[config.mk]
export PLATFORM = sky130hd
export DESIGN_NAME = round_robin_cpu_scheduler_core
export DESIGN_NICKNAME = d
export VERILOG_FILES = /design/src/hdl/rrs_pkg.sv /design/src/hdl/rrs_ram.sv /design/src/hdl/rrs_ctrl.sv /design/src/hdl/rrs_dp.sv /design/src/hdl/round_robin_cpu_scheduler_core.sv
export SDC_FILE = /design/constraint.sdc
export NUM_CORES = 2
export LEC_CHECK = 0
export BUFFER_PORTS_ARGS = -buffer_cell sky130_fd_sc_hd__buf_2
export CAP_MARGIN = 15
export CELL_PAD_IN_SITES_DETAIL_PLACEMENT = 1
export CELL_PAD_IN_SITES_GLOBAL_PLACEMENT = 1
export CORE_ASPECT_RATIO = 0.75
export CORE_UTILIZATION = 30
export DETAILED_ROUTE_END_ITERATION = 16
export MAX_ROUTING_LAYER = met4
export PLACE_DENSITY_LB_ADDON = 0.1
export SLEW_MARGIN = 10
export SYNTH_ARGS = -nofsm -noshare
export SYNTH_HDL_FRONTEND = slang
export SYNTH_HIERARCHICAL = 1
export SYNTH_SLANG_ARGS = --single-unit
[constraint.sdc]
create_clock -name i_clk -period 14.5 [get_ports i_clk]
set_input_delay 0.725 -clock i_clk [delete_from_list [all_inputs] [get_ports i_clk]]
set_output_delay 0.725 -clock i_clk [all_outputs]
set_load 0.1 [all_outputs]
[src/hdl/rrs_pkg.sv]
package rrs_pkg;

    localparam int MAX_TASKS = 16;

    typedef enum logic [2:0] {
        CFG_TASK_COUNT  = 3'd0,
        CFG_QUANTUM     = 3'd1,
        CFG_TOTAL_TICKS = 3'd2
    } t_cfg_idx;

    localparam logic OP_LOAD = 1'b0;
    localparam logic OP_TICK = 1'b1;

    typedef enum logic [2:0] {
        DP_NONE   = 3'd0,
        DP_LOAD   = 3'd1,
        DP_START  = 3'd2,
        DP_CHARGE = 3'd3,
        DP_SCAN   = 3'd4,
        DP_SETTLE = 3'd5
    } t_dp_op;

    typedef struct packed {
        t_dp_op op;
        logic   scan_zero;
    } t_dp_cmd;

    typedef struct packed {
        logic scan_last;
    } t_dp_sts;

endpackage

[src/hdl/rrs_ram.sv]
module rrs_ram #(
    parameter int WIDTH = 16,
    parameter int DEPTH = 16
) (
    input  logic                     i_clk,
    input  logic                     i_we,
    input  logic [$clog2(DEPTH)-1:0] i_waddr,
    input  logic [WIDTH-1:0]         i_wdata,
    input  logic [$clog2(DEPTH)-1:0] i_raddr,
    output logic [WIDTH-1:0]         o_rdata
);
    logic [WIDTH-1:0] r_mem [DEPTH];

    always_ff @(posedge i_clk) begin
        if (i_we) begin
            r_mem[i_waddr] <= i_wdata;
        end
        o_rdata <= r_mem[i_raddr];
    end
endmodule

[src/hdl/rrs_ctrl.sv]
module rrs_ctrl
    import rrs_pkg::*;
(
    input  logic    i_clk,
    input  logic    i_rst_n,
    input  logic    i_valid,
    input  logic    i_op,
    input  t_dp_sts i_sts,
    input  logic    i_tick_ok,
    input  logic    i_first,
    input  logic    i_out_busy,
    output logic    o_ready,
    output t_dp_cmd o_cmd,
    output logic    o_emit
);
    typedef enum logic [5:0] {
        S_IDLE   = 6'b000001,
        S_START  = 6'b000010,
        S_CHARGE = 6'b000100,
        S_SCAN   = 6'b001000,
        S_SETTLE = 6'b010000,
        S_EMIT   = 6'b100000
    } t_state;

    t_state r_state, n_state;
    logic   r_first_scan, n_first_scan;

    always_ff @(posedge i_clk) begin
        if (!i_rst_n) begin
            r_state      <= S_IDLE;
            r_first_scan <= 1'b0;
        end else begin
            r_state      <= n_state;
            r_first_scan <= n_first_scan;
        end
    end

    always_comb begin
        n_state      = r_state;
        n_first_scan = r_first_scan;
        o_ready      = 1'b0;
        o_emit       = 1'b0;
        o_cmd.op     = DP_NONE;
        o_cmd.scan_zero = r_first_scan;
        case (r_state)
            S_IDLE: begin
                o_ready = 1'b1;
                if (i_valid) begin
                    if (i_op == OP_LOAD) begin
                        o_cmd.op = DP_LOAD;
                    end else if (i_tick_ok) begin
                        if (i_first) begin
                            n_state      = S_SCAN;
                            n_first_scan = 1'b1;
                            o_cmd.op     = DP_START;
                        end else begin
                            n_state  = S_CHARGE;
                            o_cmd.op = DP_START;
                        end
                    end
                end
            end
            S_CHARGE: begin
                o_cmd.op     = DP_CHARGE;
                n_first_scan = 1'b0;
                n_state      = S_SCAN;
            end
            S_SCAN: begin
                o_cmd.op = DP_SCAN;
                if (i_sts.scan_last) begin
                    n_state = r_first_scan ? S_START : S_SETTLE;
                end
            end
            S_START: begin
                o_cmd.op = DP_SETTLE;
                o_cmd.scan_zero = 1'b1;
                n_state  = S_CHARGE;
            end
            S_SETTLE: begin
                o_cmd.op = DP_SETTLE;
                n_state  = S_EMIT;
            end
            S_EMIT: begin
                if (!i_out_busy) begin
                    o_emit  = 1'b1;
                    n_state = S_IDLE;
                end
            end
            default: n_state = S_IDLE;
        endcase
    end

`ifndef SYNTHESIS
    a_emit_free: assert property (@(posedge i_clk) disable iff (!i_rst_n)
        o_emit |-> !i_out_busy) else $error("emit into busy output");
    a_ready_idle: assert property (@(posedge i_clk) disable iff (!i_rst_n)
        o_ready |-> r_state == S_IDLE) else $error("ready outside idle");
    a_emit_back: assert property (@(posedge i_clk) disable iff (!i_rst_n)
        o_emit |=> r_state == S_IDLE) else $error("emit not back to idle");
`endif
endmodule

[src/hdl/rrs_dp.sv]
module rrs_dp
    import rrs_pkg::*;
(
    input  logic        i_clk,
    input  logic        i_rst_n,
    input  t_dp_cmd     i_cmd,
    input  logic [3:0]  i_task_index,
    input  logic [15:0] i_arrival_time,
    input  logic [15:0] i_burst_time,
    input  logic [4:0]  i_task_count,
    input  logic [7:0]  i_quantum,
    output t_dp_sts     o_sts,
    output logic [3:0]  o_running_task,
    output logic        o_running_valid,
    output logic        o_switched,
    output logic [4:0]  o_ready_count,
    output logic [15:0] o_switch_total,
    output logic [31:0] o_waiting_sum,
    output logic [31:0] o_turnaround_sum,
    output logic [15:0] o_tick_now
);
    localparam int IW = $clog2(MAX_TASKS);
    localparam int CW = $clog2(MAX_TASKS + 1);

    logic [15:0] r_bur [MAX_TASKS];
    logic [15:0] r_srv [MAX_TASKS];
    logic [IW-1:0] r_ring [MAX_TASKS];
    logic [IW-1:0] r_head, r_cur, r_scan;
    logic [CW-1:0] r_cnt;
    logic          r_cv, r_sw;
    logic [7:0]    r_slice;
    logic [15:0]   r_tick, r_swc;
    logic [31:0]   r_wait, r_turn;

    logic [CW:0]   w_inuse;
    logic [IW-1:0] w_tail, w_h1, w_h2, w_pop0, w_pop1, w_arr_ra;
    logic [7:0]    w_q;
    logic [15:0]   w_when, w_arr_q;
    logic          w_fin0, w_pre, w_push, w_fin1, w_hit;
    logic [IW-1:0] w_t1;
    logic [CW-1:0] w_c1, w_c2;
    logic [32:0]   w_ws, w_ts;

    assign w_arr_ra = (i_cmd.op == DP_SCAN) ? IW'(r_scan + 1'b1) : '0;

    rrs_ram #(.WIDTH(16), .DEPTH(MAX_TASKS)) u_arr (
        .i_clk(i_clk), .i_we(i_cmd.op == DP_LOAD), .i_waddr(IW'(i_task_index)),
        .i_wdata(i_arrival_time), .i_raddr(w_arr_ra), .o_rdata(w_arr_q)
    );

    assign w_inuse = ({1'b0, i_task_count} > (CW+1)'(MAX_TASKS)) ? (CW+1)'(MAX_TASKS)
                   : (CW+1)'(i_task_count);
    assign w_tail  = IW'(r_head + IW'(r_cnt));
    assign w_q     = (i_quantum == 8'd0) ? 8'd1 : i_quantum;
    assign w_when  = i_cmd.scan_zero ? 16'd0 : r_tick;
    assign w_hit   = ({1'b0, r_scan} < w_inuse[IW:0]) && (w_arr_q == w_when);
    assign o_sts.scan_last = (r_scan == IW'(MAX_TASKS - 1));

    assign w_pop0 = r_ring[r_head];
    assign w_h1   = IW'(r_head + 1'b1);
    assign w_pre  = r_cv && (r_slice >= w_q) && (r_cnt != '0);
    assign w_fin0 = r_srv[r_cur] < r_bur[r_cur];
    assign w_push = w_pre && w_fin0 && (r_cnt < CW'(MAX_TASKS));
    always_comb begin
        w_c1 = r_cnt;
        w_t1 = r_cur;
        if (w_pre) begin
            w_t1 = w_pop0;
            if (!w_push) w_c1 = CW'(r_cnt - 1'b1);
        end
    end
    assign w_h2   = w_pre ? w_h1 : r_head;
    assign w_pop1 = (w_push && (w_h2 == w_tail)) ? r_cur : r_ring[w_h2];
    assign w_fin1 = r_cv && (r_srv[w_t1] >= r_bur[w_t1]);
    assign w_c2   = w_c1;
    assign w_ws   = {1'b0, r_wait} + 33'(r_cnt);
    assign w_ts   = {1'b0, r_turn} + 33'(r_cnt) + 33'(r_cv);

    always_ff @(posedge i_clk) begin
        case (i_cmd.op)
            DP_LOAD: begin
                r_bur[IW'(i_task_index)] <= i_burst_time;
            end
            default: ;
        endcase
        if (i_cmd.op == DP_SCAN && w_hit && r_cnt < CW'(MAX_TASKS)) begin
            r_ring[w_tail] <= r_scan;
        end
        if (i_cmd.op == DP_SETTLE && w_push) begin
            r_ring[w_tail] <= r_cur;
        end
    end

    always_ff @(posedge i_clk) begin
        if (!i_rst_n) begin
            for (int k = 0; k < MAX_TASKS; k++) r_srv[k] <= '0;
            r_head <= '0; r_cnt <= '0; r_cur <= '0; r_cv <= 1'b0; r_sw <= 1'b0;
            r_slice <= '0; r_tick <= '0; r_swc <= '0; r_wait <= '0; r_turn <= '0;
            r_scan <= '0;
        end else begin
            case (i_cmd.op)
                DP_LOAD: r_srv[IW'(i_task_index)] <= '0;
                DP_START: begin
                    r_scan <= '0;
                    r_sw   <= 1'b0;
                end
                DP_CHARGE: begin
                    r_tick <= r_tick + 16'd1;
                    if (r_cv) begin
                        if (r_srv[r_cur] != 16'hFFFF) r_srv[r_cur] <= r_srv[r_cur] + 16'd1;
                        if (r_slice != 8'hFF) r_slice <= r_slice + 8'd1;
                    end
                    r_wait <= w_ws[32] ? 32'hFFFF_FFFF : w_ws[31:0];
                    r_turn <= w_ts[32] ? 32'hFFFF_FFFF : w_ts[31:0];
                    r_scan <= '0;
                end
                DP_SCAN: begin
                    r_scan <= IW'(r_scan + 1'b1);
                    if (w_hit && r_cnt < CW'(MAX_TASKS)) r_cnt <= CW'(r_cnt + 1'b1);
                end
                DP_SETTLE: begin
                    if (i_cmd.scan_zero) begin
                        if (r_cnt != '0) begin
                            r_cur <= w_pop0; r_cv <= 1'b1; r_slice <= '0;
                            r_head <= w_h1; r_cnt <= CW'(r_cnt - 1'b1);
                        end
                    end else begin
                        logic [IW-1:0] h;
                        logic [CW-1:0] c;
                        logic [15:0]   s;
                        logic          any;
                        h = w_h2;
                        c = w_c2;
                        s = r_swc;
                        any = w_pre;
                        if (w_pre) begin
                            r_slice <= '0;
                            if (s != 16'hFFFF) s = s + 16'd1;
                        end
                        if (w_fin1) begin
                            r_slice <= '0;
                            if (c != '0) begin
                                any = 1'b1;
                                if (s != 16'hFFFF) s = s + 16'd1;
                                r_cur <= w_pop1;
                                h = IW'(h + 1'b1);
                                c = CW'(c - 1'b1);
                                r_cv <= 1'b1;
                            end else begin
                                r_cv <= 1'b0; r_cur <= '0;
                            end
                        end else if (!r_cv) begin
                            if (c != '0) begin
                                r_cur <= w_pop1; r_cv <= 1'b1; r_slice <= '0;
                                h = IW'(h + 1'b1);
                                c = CW'(c - 1'b1);
                            end
                        end else begin
                            r_cur <= w_t1;
                        end
                        r_head <= h; r_cnt <= c; r_swc <= s; r_sw <= any;
                    end
                end
                default: ;
            endcase
        end
    end

    assign o_running_task   = r_cv ? 4'(r_cur) : 4'd0;
    assign o_running_valid  = r_cv;
    assign o_switched       = r_sw;
    assign o_ready_count    = 5'(r_cnt);
    assign o_switch_total   = r_swc;
    assign o_waiting_sum    = r_wait;
    assign o_turnaround_sum = r_turn;
    assign o_tick_now       = r_tick;

`ifndef SYNTHESIS
    a_cnt_max: assert property (@(posedge i_clk) disable iff (!i_rst_n)
        r_cnt <= CW'(MAX_TASKS)) else $error("ready count overflow");
    a_wait_le_turn: assert property (@(posedge i_clk) disable iff (!i_rst_n)
        r_wait <= r_turn) else $error("waiting sum above turnaround");
    a_swc_mono: assert property (@(posedge i_clk) disable iff (!i_rst_n)
        r_swc >= $past(r_swc)) else $error("switch count decreased");
`endif
endmodule

[src/hdl/round_robin_cpu_scheduler_core.sv]
// channel | dir | handshake             | payload
// in      | in  | i_valid / o_ready     | op, task_index, arrival_time, burst_time
// cfg     | in  | i_cfg_valid / o_cfg_ready | i_cfg_index, i_cfg_data
// out     | out | o_valid / i_ready     | running_task .. turnaround_sum
// A load is stored from idle. A tick runs charge, arrival scan (one entry per cycle),
// settle and emit; the first tick scans twice, with a settle before the charge.
// Reset: synchronous, active low; clears served counts and all counters.
// A result waits in the output register; a new item is taken while it waits,
// and the next tick stalls only at its result until the output is free.
module round_robin_cpu_scheduler_core
    import rrs_pkg::*;
(
    input  logic        i_clk,
    input  logic        i_rst_n,
    input  logic        i_valid,
    output logic        o_ready,
    input  logic        i_op,
    input  logic [3:0]  i_task_index,
    input  logic [15:0] i_arrival_time,
    input  logic [15:0] i_burst_time,
    input  logic        i_cfg_valid,
    output logic        o_cfg_ready,
    input  logic [1:0]  i_cfg_index,
    input  logic [15:0] i_cfg_data,
    output logic        o_valid,
    input  logic        i_ready,
    output logic [3:0]  o_running_task,
    output logic        o_running_valid,
    output logic        o_switched,
    output logic [4:0]  o_ready_count,
    output logic [15:0] o_switch_total,
    output logic [31:0] o_waiting_sum,
    output logic [31:0] o_turnaround_sum
);
    logic [4:0]  r_task_count;
    logic [7:0]  r_quantum;
    logic [15:0] r_total;
    t_dp_cmd     w_cmd;
    t_dp_sts     w_sts;
    logic        w_emit, r_ov;
    logic [3:0]  w_rt;
    logic        w_rv, w_sw;
    logic [4:0]  w_rc;
    logic [15:0] w_st, w_tick;
    logic [31:0] w_ws, w_ts;

    assign o_cfg_ready = 1'b1;

    always_ff @(posedge i_clk) begin
        if (!i_rst_n) begin
            r_task_count <= 5'd1;
            r_quantum    <= 8'd2;
            r_total      <= 16'd0;
        end else if (i_cfg_valid) begin
            case (i_cfg_index)
                2'(CFG_TASK_COUNT):  r_task_count <= i_cfg_data[4:0];
                2'(CFG_QUANTUM):     r_quantum    <= i_cfg_data[7:0];
                2'(CFG_TOTAL_TICKS): r_total      <= i_cfg_data;
                default: ;
            endcase
        end
    end

    rrs_ctrl u_ctrl (
        .i_clk(i_clk), .i_rst_n(i_rst_n), .i_valid(i_valid), .i_op(i_op),
        .i_sts(w_sts), .i_tick_ok(w_tick < r_total), .i_first(w_tick == 16'd0),
        .i_out_busy(r_ov && !i_ready), .o_ready(o_ready), .o_cmd(w_cmd),
        .o_emit(w_emit)
    );

    rrs_dp u_dp (
        .i_clk(i_clk), .i_rst_n(i_rst_n), .i_cmd(w_cmd),
        .i_task_index(i_task_index), .i_arrival_time(i_arrival_time),
        .i_burst_time(i_burst_time), .i_task_count(r_task_count),
        .i_quantum(r_quantum), .o_sts(w_sts), .o_running_task(w_rt),
        .o_running_valid(w_rv), .o_switched(w_sw), .o_ready_count(w_rc),
        .o_switch_total(w_st), .o_waiting_sum(w_ws), .o_turnaround_sum(w_ts),
        .o_tick_now(w_tick)
    );

    always_ff @(posedge i_clk) begin
        if (!i_rst_n) begin
            r_ov <= 1'b0;
        end else if (w_emit) begin
            r_ov <= 1'b1;
        end else if (i_ready) begin
            r_ov <= 1'b0;
        end
    end

    always_ff @(posedge i_clk) begin
        if (w_emit) begin
            o_running_task   <= w_rt;
            o_running_valid  <= w_rv;
            o_switched       <= w_sw;
            o_ready_count    <= w_rc;
            o_switch_total   <= w_st;
            o_waiting_sum    <= w_ws;
            o_turnaround_sum <= w_ts;
        end
    end
    assign o_valid = r_ov;
endmodule
==> results_dict.tcl <==
set metrics [dict create \
    grt_setup_unrepaired "no" \
    reg2reg_slack_ns 5.54 \
    numPortBuffers 152 \
    r2r_start "u_dp/o_ready_count[1]" \
    synth_cells 4258 \
    synth_nets 4402 \
    synthXorXnorAreaFrac 0.0189 \
    grt_first_pass_wirelength_mm 271 \
    wl_per_cell_um 27.2 \
    setup_tns_ns 0 \
    critPathMaxFanout 72 \
    arrival_ns 9.57 \
    max_cap_violations 0 \
    grt_overflow 0 \
    synth_simple_gate_area_frac 0.132 \
    final-setup-viol-count 0 \
    final_common_cell "edfxtp_1" \
    cts.sinks 1107 \
    cts_setup_buffers 0 \
    relSlewSlack 0.0966 \
    first_global_vias 37200 \
    fin_crit_sh 0.618 \
    area_growth_pct 14.4 \
    status "complete, no violations" \
    crit_end "u_dp/r_cur[1]" \
    dr.pass1.iters 5 \
    cts.repair.resized 0 \
    p_per_area_nw_per_um2 115 \
    p_total_mw 7.08 \
    synth.cell_area_um2 53600 \
    nets 4505 \
    start_kind "flip-flop" \
    synth_ff_type "edfxtp_1" \
    synth_edf_count 923 \
    wl_mm 186 \
    synth_warnings 6 \
    die_area_um2 180000 \
    clock_path_buffers 3 \
    grtUsageTotal 0.209 \
    drv_slew 0 \
    hold_path.class "input pin to flip-flop" \
    critPathRequiredTime_ns 15.11 \
    placedCellCount 6601 \
    worst_slew_pin_slew_ns 1.34 \
    timing.rr.end "u_dp/r_cur[1]" \
    finalCriticalPeriod_ns 8.96 \
    clock-skew-final_ns 0.0443 \
    cts_made_buffers 120 \
    core_um2 176000 \
    cp-end-kind "flip-flop" \
    initial_core_util 0.304 \
    fillers 18700 \
    peakVddDrop_mv 0.0992 \
    cp-startpoint "u_dp/o_ready_count[1]" \
    cts_tree "yes" \
    seq_area_frac_synth 0.586 \
    num_io_pins 154 \
    grt_max_degree 121 \
    p_leak_nw 19.9 \
    cts_hold_buf 0 \
    detail-route-antenna-nets 0 \
    root_buffer "clkbuf_16" \
    ys_ff_latch 1107 \
    final-hold-violation-count 0 \
    first_iter_violations 2627 \
    drive_above_1_share 0.182 \
    layout.cells.non_filler 6831 \
    final_cell_mix "923 x edfxtp_1, 549 x nand2_1, 430 x nor2_1" \
    antenna_found_initial 14 \
    dpl-instance-area_um2 57300 \
    place_hpwl_mm 114 \
    num_rows 133 \
    fp.dieW_um 490 \
    via_count 36800 \
    vias_per_cell 5.38 \
    ys_types 96 \
    clkTransAtPathRegs_ns 0.06 \
    cts.htree.levels 3 \
    clkLatencyLatePin_ns 0.77 \
    synth_compound_area_frac 0.0936 \
    reg2regPathDepth 26 \
    post-route-drc-count 0 \
    synth_top_family_by_area "simple AND/OR/NAND/NOR gates" \
    gp_congestion 0.803 \
    postSynth.asyncResetShare 0 \
    timing.fmax_mhz 112 \
    final_area_um2 61400 \
    die-height_um 368 \
    multiInputGateArea_um2 20900 \
    ff_latch_area_um2 31400 \
    synth_fa_ha_area_frac 0.0202 \
    synth.area.mux_share 0.119 \
    timing_worst_setup_path_type "flip-flop to flip-flop" \
    avgSynthCellArea_um2 12.6 \
]
[per-layer routing]
layer / GRT usage / share of wire / up-vias
met4: 0.0340 / 0.013 / 0
met1: 0.314 / 0.51 / 19300
li1: - / - / 16400
met2: 0.300 / 0.43 / 844
met5: - / 0 / -
met3: 0.0321 / 0.051 / 179
[Yosys cell counts, drive strengths merged, types with 45 or more instances]
master | instances | area share
a22oi | 45 | 0.0065
xnor2 | 59 | 0.0098
edfxtp | 923 | 0.52
mux2i | 51 | 0.0095
a311oi | 100 | 0.016
buf | 78 | 0.0090
ha | 80 | 0.019
clkbuf | 215 | 0.015
nand2 | 558 | 0.039
a211oi | 109 | 0.015
o211ai | 45 | 0.0066
a21oi | 124 | 0.012
nand3 | 104 | 0.0097
mux4 | 247 | 0.11
nor3 | 65 | 0.0061
xor2 | 55 | 0.0091
o21ai | 85 | 0.0079
inv | 88 | 0.0062
dfxtp | 184 | 0.069
nor2 | 462 | 0.032
and2 | 113 | 0.013
[worst min-delay path by stage]
stage	startpoint	cells after the start	end
2_1_floorplan	u_ctrl/r_first_scan	1	u_ctrl/r_state[4]
3_3_place_gp	u_ctrl/r_first_scan	1	u_ctrl/r_state[4]
3_5_place_dp	u_ctrl/r_first_scan	1	u_ctrl/r_state[4]
4_1_cts	i_cfg_data[13]	3	r_total[13]
5_1_grt	i_cfg_data[13]	3	r_total[13]
6_report	i_cfg_data[13]	3	r_total[13]
[registers in the layout, indices dropped and copies added, names as in the netlist, 32 cells and up, named ones only]
signal                 count
u_dp/o_turnaround_sum     32
u_dp/o_waiting_sum        32
o_turnaround_sum          32
u_dp/r_bur               256
u_dp/u_arr/r_mem         256
o_waiting_sum             32
u_dp/r_srv               256
u_dp/r_ring               64
[power by group]
group,switching (mW),internal (mW),total (mW)
Combinational,0.243,0.111,0.354
Sequential,0.0396,3.49,3.53
Clock,1.38,1.81,3.19
Total,1.66,5.42,7.08
[layout make-up]
cell class / count / area share
Clock inverter: 80 / 0.0139
Antenna cell: 3 / 0.000122
Timing Repair Buffer: 274 / 0.0278
Tap cell: 2362 / 0.0482
Multi-Input combinational cell: 2769 / 0.340
Clock buffer: 147 / 0.0522
Sequential cell: 1107 / 0.512
Inverter: 89 / 0.00549
[kinds of logic after synthesis]
family | count (synthesis)
buffers and inverters | 382
multiplexers | 314
XOR/XNOR | 114
other | 1
AO/OA/AOI/OAI | 703
AND/OR/NAND/NOR | 1553
flip-flops | 1107
adder cells (fa/ha/maj) | 84
[worst max-delay path, cell delays in order, from the launching register on]
cell	delay (ns)
dfxtp_1	0.46
inv_1	0.21
ha_1	0.38
or4b_2	0.68
nand2_1	0.36
nor2_2	0.05
buf_4	0.23
a21oi_4	0.13
buf_4	0.51
buf_4	0.74
buf_4	0.73
a211oi_1	0.09
a311oi_1	0.34
nor3_1	0.10
a31oi_1	0.43
ha_1	0.22
nand4_1	0.11
nor2_1	0.15
o211ai_1	0.10
o21ai_0	0.69
buf_4	0.30
nand2_1	0.15
nand2_1	0.32
o21ai_0	0.19
or4_1	0.56
o21ai_0	0.24
o32ai_1	0.14
[metrics by stage]
| step | worst slack, ns | util | hold slack (ns) |
|---|---|---|---|
| detailed placement | 5.75 | 0.325 | 0.420 |
| finish | 5.54 | 0.348 | 0.208 |
| floorplan | 4.02 | - | 0.401 |
| CTS | 5.71 | 0.348 | 0.138 |
| global placement | 5.90 | 0.325 | 0.409 |
| global route | 4.98 | 0.348 | 0.168 |
(Power assumes the default switching activity.)
